$ cat src/rtl/core/smp_pkg.sv
package smp_pkg;

   // bus access kinds
   typedef enum logic [1:0] {
      MODE_MEM_RD = 2'd0,
      MODE_MEM_WR = 2'd1,
      MODE_IO_IN  = 2'd2,
      MODE_IO_OUT = 2'd3
   } mode_type;

   // result targets
   localparam logic [2:0] TGT_INTERNAL = 3'd0;
   localparam logic [2:0] TGT_BIOS     = 3'd1;
   localparam logic [2:0] TGT_CART     = 3'd2;
   localparam logic [2:0] TGT_EXTIO    = 3'd3;
   localparam logic [2:0] TGT_NONE     = 3'd4;

   // io port numbers
   localparam logic [7:0] PORT_SLOT      = 8'hA8;
   localparam logic [7:0] PORT_KEYS      = 8'hA9;
   localparam logic [7:0] PORT_PPIC      = 8'hAA;
   localparam logic [7:0] PORT_BITSR     = 8'hAB;
   localparam logic [7:0] PORT_VDP_DATA  = 8'h98;
   localparam logic [7:0] PORT_VDP_CTRL  = 8'h99;
   localparam logic [7:0] PORT_PSG_ADDR  = 8'hA0;
   localparam logic [7:0] PORT_PSG_WRITE = 8'hA1;
   localparam logic [7:0] PORT_PSG_READ  = 8'hA2;

   // slot codes
   localparam logic [1:0] SLOT_BIOS = 2'd0;
   localparam logic [1:0] SLOT_RAM  = 2'd3;

   localparam logic [15:0] BIOS_MASK   = 16'h7FFF;
   localparam logic [3:0]  LAST_ROW    = 4'd8;
   localparam logic [7:0]  SLOT_RESET  = 8'hF0;
   localparam int          RAM_ADDR_W  = 16;

   // one accepted bus access
   typedef struct packed {
      mode_type    mode;
      logic [15:0] address;
      logic [7:0]  write_data;
      logic [7:0]  key_pressed;
   } req_type;

   // decode result: response fields plus state and ram updates
   typedef struct packed {
      logic        ram_sel;
      logic [7:0]  reg_data;
      logic [2:0]  target;
      logic [15:0] target_address;
      logic        ram_we;
      logic        slot_we;
      logic [7:0]  slot_value;
      logic        portc_we;
      logic [7:0]  portc_value;
   } dec_type;

endpackage

$ cat src/rtl/core/smp_decode.sv
module smp_decode
   import smp_pkg::*;
(
   input  req_type    item,
   input  logic [7:0] slot_select,
   input  logic [7:0] port_c,
   output dec_type    dec
);

   logic [1:0] slot;
   logic [7:0] port;
   logic [7:0] bit_mask;

   // slot of the 16k page that the address falls in
   always_comb begin
      unique case (item.address[15:14])
         2'd0:    slot = slot_select[1:0];
         2'd1:    slot = slot_select[3:2];
         2'd2:    slot = slot_select[5:4];
         default: slot = slot_select[7:6];
      endcase
   end

   assign port     = item.address[7:0];
   assign bit_mask = 8'd1 << item.write_data[3:1];

   always_comb begin
      dec = '0;
      dec.target = TGT_NONE;
      unique case (item.mode)
         MODE_MEM_RD: begin
            if (slot == SLOT_BIOS) begin
               dec.target         = TGT_BIOS;
               dec.target_address = item.address & BIOS_MASK;
            end else if (slot == SLOT_RAM) begin
               dec.target  = TGT_INTERNAL;
               dec.ram_sel = 1'b1;
            end else begin
               dec.target         = TGT_CART;
               dec.target_address = item.address;
            end
         end
         MODE_MEM_WR: begin
            if (slot == SLOT_RAM) begin
               dec.target = TGT_INTERNAL;
               dec.ram_we = 1'b1;
            end
         end
         MODE_IO_IN: begin
            unique case (port)
               PORT_SLOT: begin
                  dec.target   = TGT_INTERNAL;
                  dec.reg_data = slot_select;
               end
               PORT_PPIC: begin
                  dec.target   = TGT_INTERNAL;
                  dec.reg_data = port_c;
               end
               PORT_KEYS: begin
                  dec.target   = TGT_INTERNAL;
                  dec.reg_data = (port_c[3:0] <= LAST_ROW) ? ~item.key_pressed : 8'hFF;
               end
               PORT_VDP_DATA, PORT_VDP_CTRL, PORT_PSG_READ: begin
                  dec.target         = TGT_EXTIO;
                  dec.target_address = {8'h00, port};
               end
               default: ;
            endcase
         end
         MODE_IO_OUT: begin
            unique case (port)
               PORT_SLOT: begin
                  dec.target     = TGT_INTERNAL;
                  dec.slot_we    = 1'b1;
                  dec.slot_value = item.write_data;
               end
               PORT_PPIC: begin
                  dec.target      = TGT_INTERNAL;
                  dec.portc_we    = 1'b1;
                  dec.portc_value = item.write_data;
               end
               PORT_BITSR: begin
                  dec.target      = TGT_INTERNAL;
                  dec.portc_we    = 1'b1;
                  dec.portc_value = item.write_data[0] ? (port_c | bit_mask)
                                                       : (port_c & ~bit_mask);
               end
               PORT_VDP_DATA, PORT_VDP_CTRL, PORT_PSG_ADDR, PORT_PSG_WRITE: begin
                  dec.target         = TGT_EXTIO;
                  dec.target_address = {8'h00, port};
               end
               default: ;
            endcase
         end
      endcase
   end

endmodule

$ cat config.mk
export PLATFORM = sky130hd
export DESIGN_NAME = smp_decode
export DESIGN_NICKNAME = d
export VERILOG_FILES = /design/src/rtl/core/smp_pkg.sv /design/src/rtl/core/smp_decode.sv
export SDC_FILE = /design/constraint.sdc
export NUM_CORES = 1
export LEC_CHECK = 0
export BUFFER_PORTS_ARGS = -buffer_cell sky130_fd_sc_hd__buf_4
export CORE_UTILIZATION = 43
export DETAILED_ROUTE_END_ITERATION = 10
export GPL_TIMING_DRIVEN = 1
export PLACE_DENSITY_LB_ADDON = 0.3
export SLEW_MARGIN = 10
export SYNTH_ARGS = -nofsm -noshare
export SYNTH_HDL_FRONTEND = slang
export SYNTH_SLANG_ARGS = --single-unit
$ cat constraint.sdc
create_clock -name vclk -period 3.7
set_input_delay 0.74 -clock vclk [all_inputs]
set_output_delay 0.74 -clock vclk [all_outputs]
set_load 0.02 [all_outputs]
==> results by group <==
Synthesis
  – Mapped cell area: 1050 um^2
  – Cells after synthesis: around 160
  – Syn Nets: 208
  – YS warnings: 0
  – Top cells by area, synth: and2_1, mux2i_1, nor2_1
  – Cell taking the most area after synthesis: and2_1
  – Avg Synthesized Cell Area: 6.80 um^2
  – Area share of the largest cell type after synthesis: 15.4%
  – Synth cell types: 43
  – Register area share after synthesis: 0%

Floorplanning
  – Starting density of the core: 46.8%
  – # IOs: 97
  – Row Count: 17
  – Die area: 2650 um^2
  – Core area: 2250 um^2
  – Die H: 51.5 um
  – Die width: 51.5 um

Run
  – Max-cap violations: 0

Outcome
  – Outcome: finished clean

Worst setup path
  – CP Data Required Time: 2960 ps
  – Critical path capture point type: primary output
  – Top cell by count, worst path: buf_4
  – Data arrival, critical path: approximately 2300 ps
  – CP startpoint kind: input pin
  – Critical path class: input pin to primary output
  – Critical Path, Cell by Cell: buf_4 -> mux4_2 -> inv_1 -> ha_1 -> inv_1 -> a21boi_0 -> buf_4 -> and2_1 -> buf_4
  – CP max-delay cell: mux4_2
  – CP Max Fanout: 8
  – CP peak stage delay: 530 ps

Placement
  – HPWL Detailed: around 2.7 mm
  – DP Cell Count: 270
  – RePlAce Congestion: 0.804
  – PortBufs: 97
  – Cell Area, Placed: 1770 um^2
  – Post-place setup slack: 624 ps

STA
  – Final setup margin: between 600 and 700 ps
  – Worst Tran Pin Value: 657 ps
  – Final period util: 82.6%
  – Slew margin rel.: 56.2%
  – Max-slew violations: 0
  – Hold Vio Cnt, Final: 0
  – WHS: 1780 ps
  – Peak Freq: ~330 MHz
  – Final count of negative-setup-slack endpoints: 0
  – Min cycle time layout: approximately 3100 ps
  – RSZ-0062 raised after global routing: no
  – Setup TNS: 0 ps

Global routing
  – Vias in the first global route: approximately 1200
  – Number of antenna violations at the first check in global routing: 0
  – Overflow after GRT: 0
  – First-pass GRT wire length: 5.22 mm
  – Gr usage total: about a quarter
  – Largest net degree at the start of global routing: 25

Detailed routing
  – DR vias/cell: 5.40
  – Wire per inst: 12.2 um
  – First-pass DRT Iterations: 4
  – Drt drc: 0
  – Final wirelength: between 3 and 4 mm
  – Starting DRT DRC Count: 21
  – Antenna Nets Post-Route: 0
  – Via Count: about 1500

Layout
  – Filler Cell Count: 172
  – Fin util: 78.4%
  – Commonest non-fill, non-tap cell in the layout: buf_4
  – FF+latch area: 0 um^2
  – Final net count: 297
  – Most frequent cells in the layout: buf_4, and2_1, nor2_1
  – CLK BUF: 0
  – Final antenna diode count: 0
  – Final instance area: 1770 um^2
  – Share of layout cells above drive strength 1: 45.5%
  – FFs & Latches: 0
  – Finished Layout Cells: between 200 and 300
  – Layout area overhead: 67.5%

Hold path
  – Min-delay worst type: input pin to primary output
  – Worst Hold End: dec[27]
  – Hold depth: 3
  – Hold Startpoint: item[24]

Pwr
  – Max VDD drop: 0.0651 mV
  – Final Total Pwr: 0.164 mW
  – Pwr/cell area: 92.9 nW/um^2
  – Static Leak: 0.941 nW

Clock tree
  – Post-cts sizing count: 0
  – Setup repair bufs after CTS: 0
  – Post-CTS Hold Fix Bufs: 0
[cell usage after synthesis, types with 2 or more instances]
library cell / instances
and2_1: 26
nor2_1: 23
a21oi_1: 15
mux2i_1: 13
clkbuf_1: 6
inv_1: 6
nand2_1: 5
nand3_1: 5
o21ai_0: 5
a211oi_1: 4
a211oi_2: 4
ha_1: 3
nor3b_1: 3
a21o_1: 2
and3_1: 2
and3b_1: 2
buf_2: 2
buf_4: 2
mux4_2: 2
nand3b_1: 2
[per-layer routing]
metal / track usage (%) / share of wire (%) / up-vias
li1: - / - / 735
met1: 31.3 / 41 / 655
met2: 47.0 / 51 / 68
met3: 1.46 / 8.2 / 0
met4: 0.450 / 0 / 0
met5: 0 / 0 / -
[worst max-delay path, delay by kind of cell]
| kind | cells | cell delay [ps] |
|---|---|---|
| simple gates | 1 | 130 |
| mux | 1 | 530 |
| buf+inv | 5 | 560 |
| fa+ha+maj | 1 | 180 |
| compound gates | 1 | 180 |
[cell type report]
class	count	area, um^2	share of cell area [%]
repair buffers	98	736	41.6
multi-input cells	138	973	55.1
well taps	28	35.0	1.98
inverters	6	22.5	1.27
[kinds of logic (layout without fill, tap and decap cells)]
group,count (synthesis),count (layout),share of synthesized area (%)
adder cells (fa/ha/maj),3,3,3.56
AO/OA/AOI/OAI,41,41,28.1
buffers and inverters,17,104,7.71
AND/OR/NAND/NOR,79,79,44.0
multiplexers,15,15,16.6
[worst max path at each step]
stage	startpoint	to	slack, ps	cells past startpoint
final	item[30]	dec[30]	640	9
after global routing	item[30]	dec[30]	510	9
after CTS	item[30]	dec[30]	620	9
after detailed placement	item[30]	dec[30]	620	9
after global placement	item[30]	dec[24]	710	8
after floorplan	item[30]	dec[25]	790	6
[power breakdown]
part           leakage, nW  internal (mW)  switching [mW]
clock network            0              0               0
registers                0              0               0
logic                0.941         0.0833          0.0808
total                0.941         0.0833          0.0808
(Power assumes the default switching activity.)
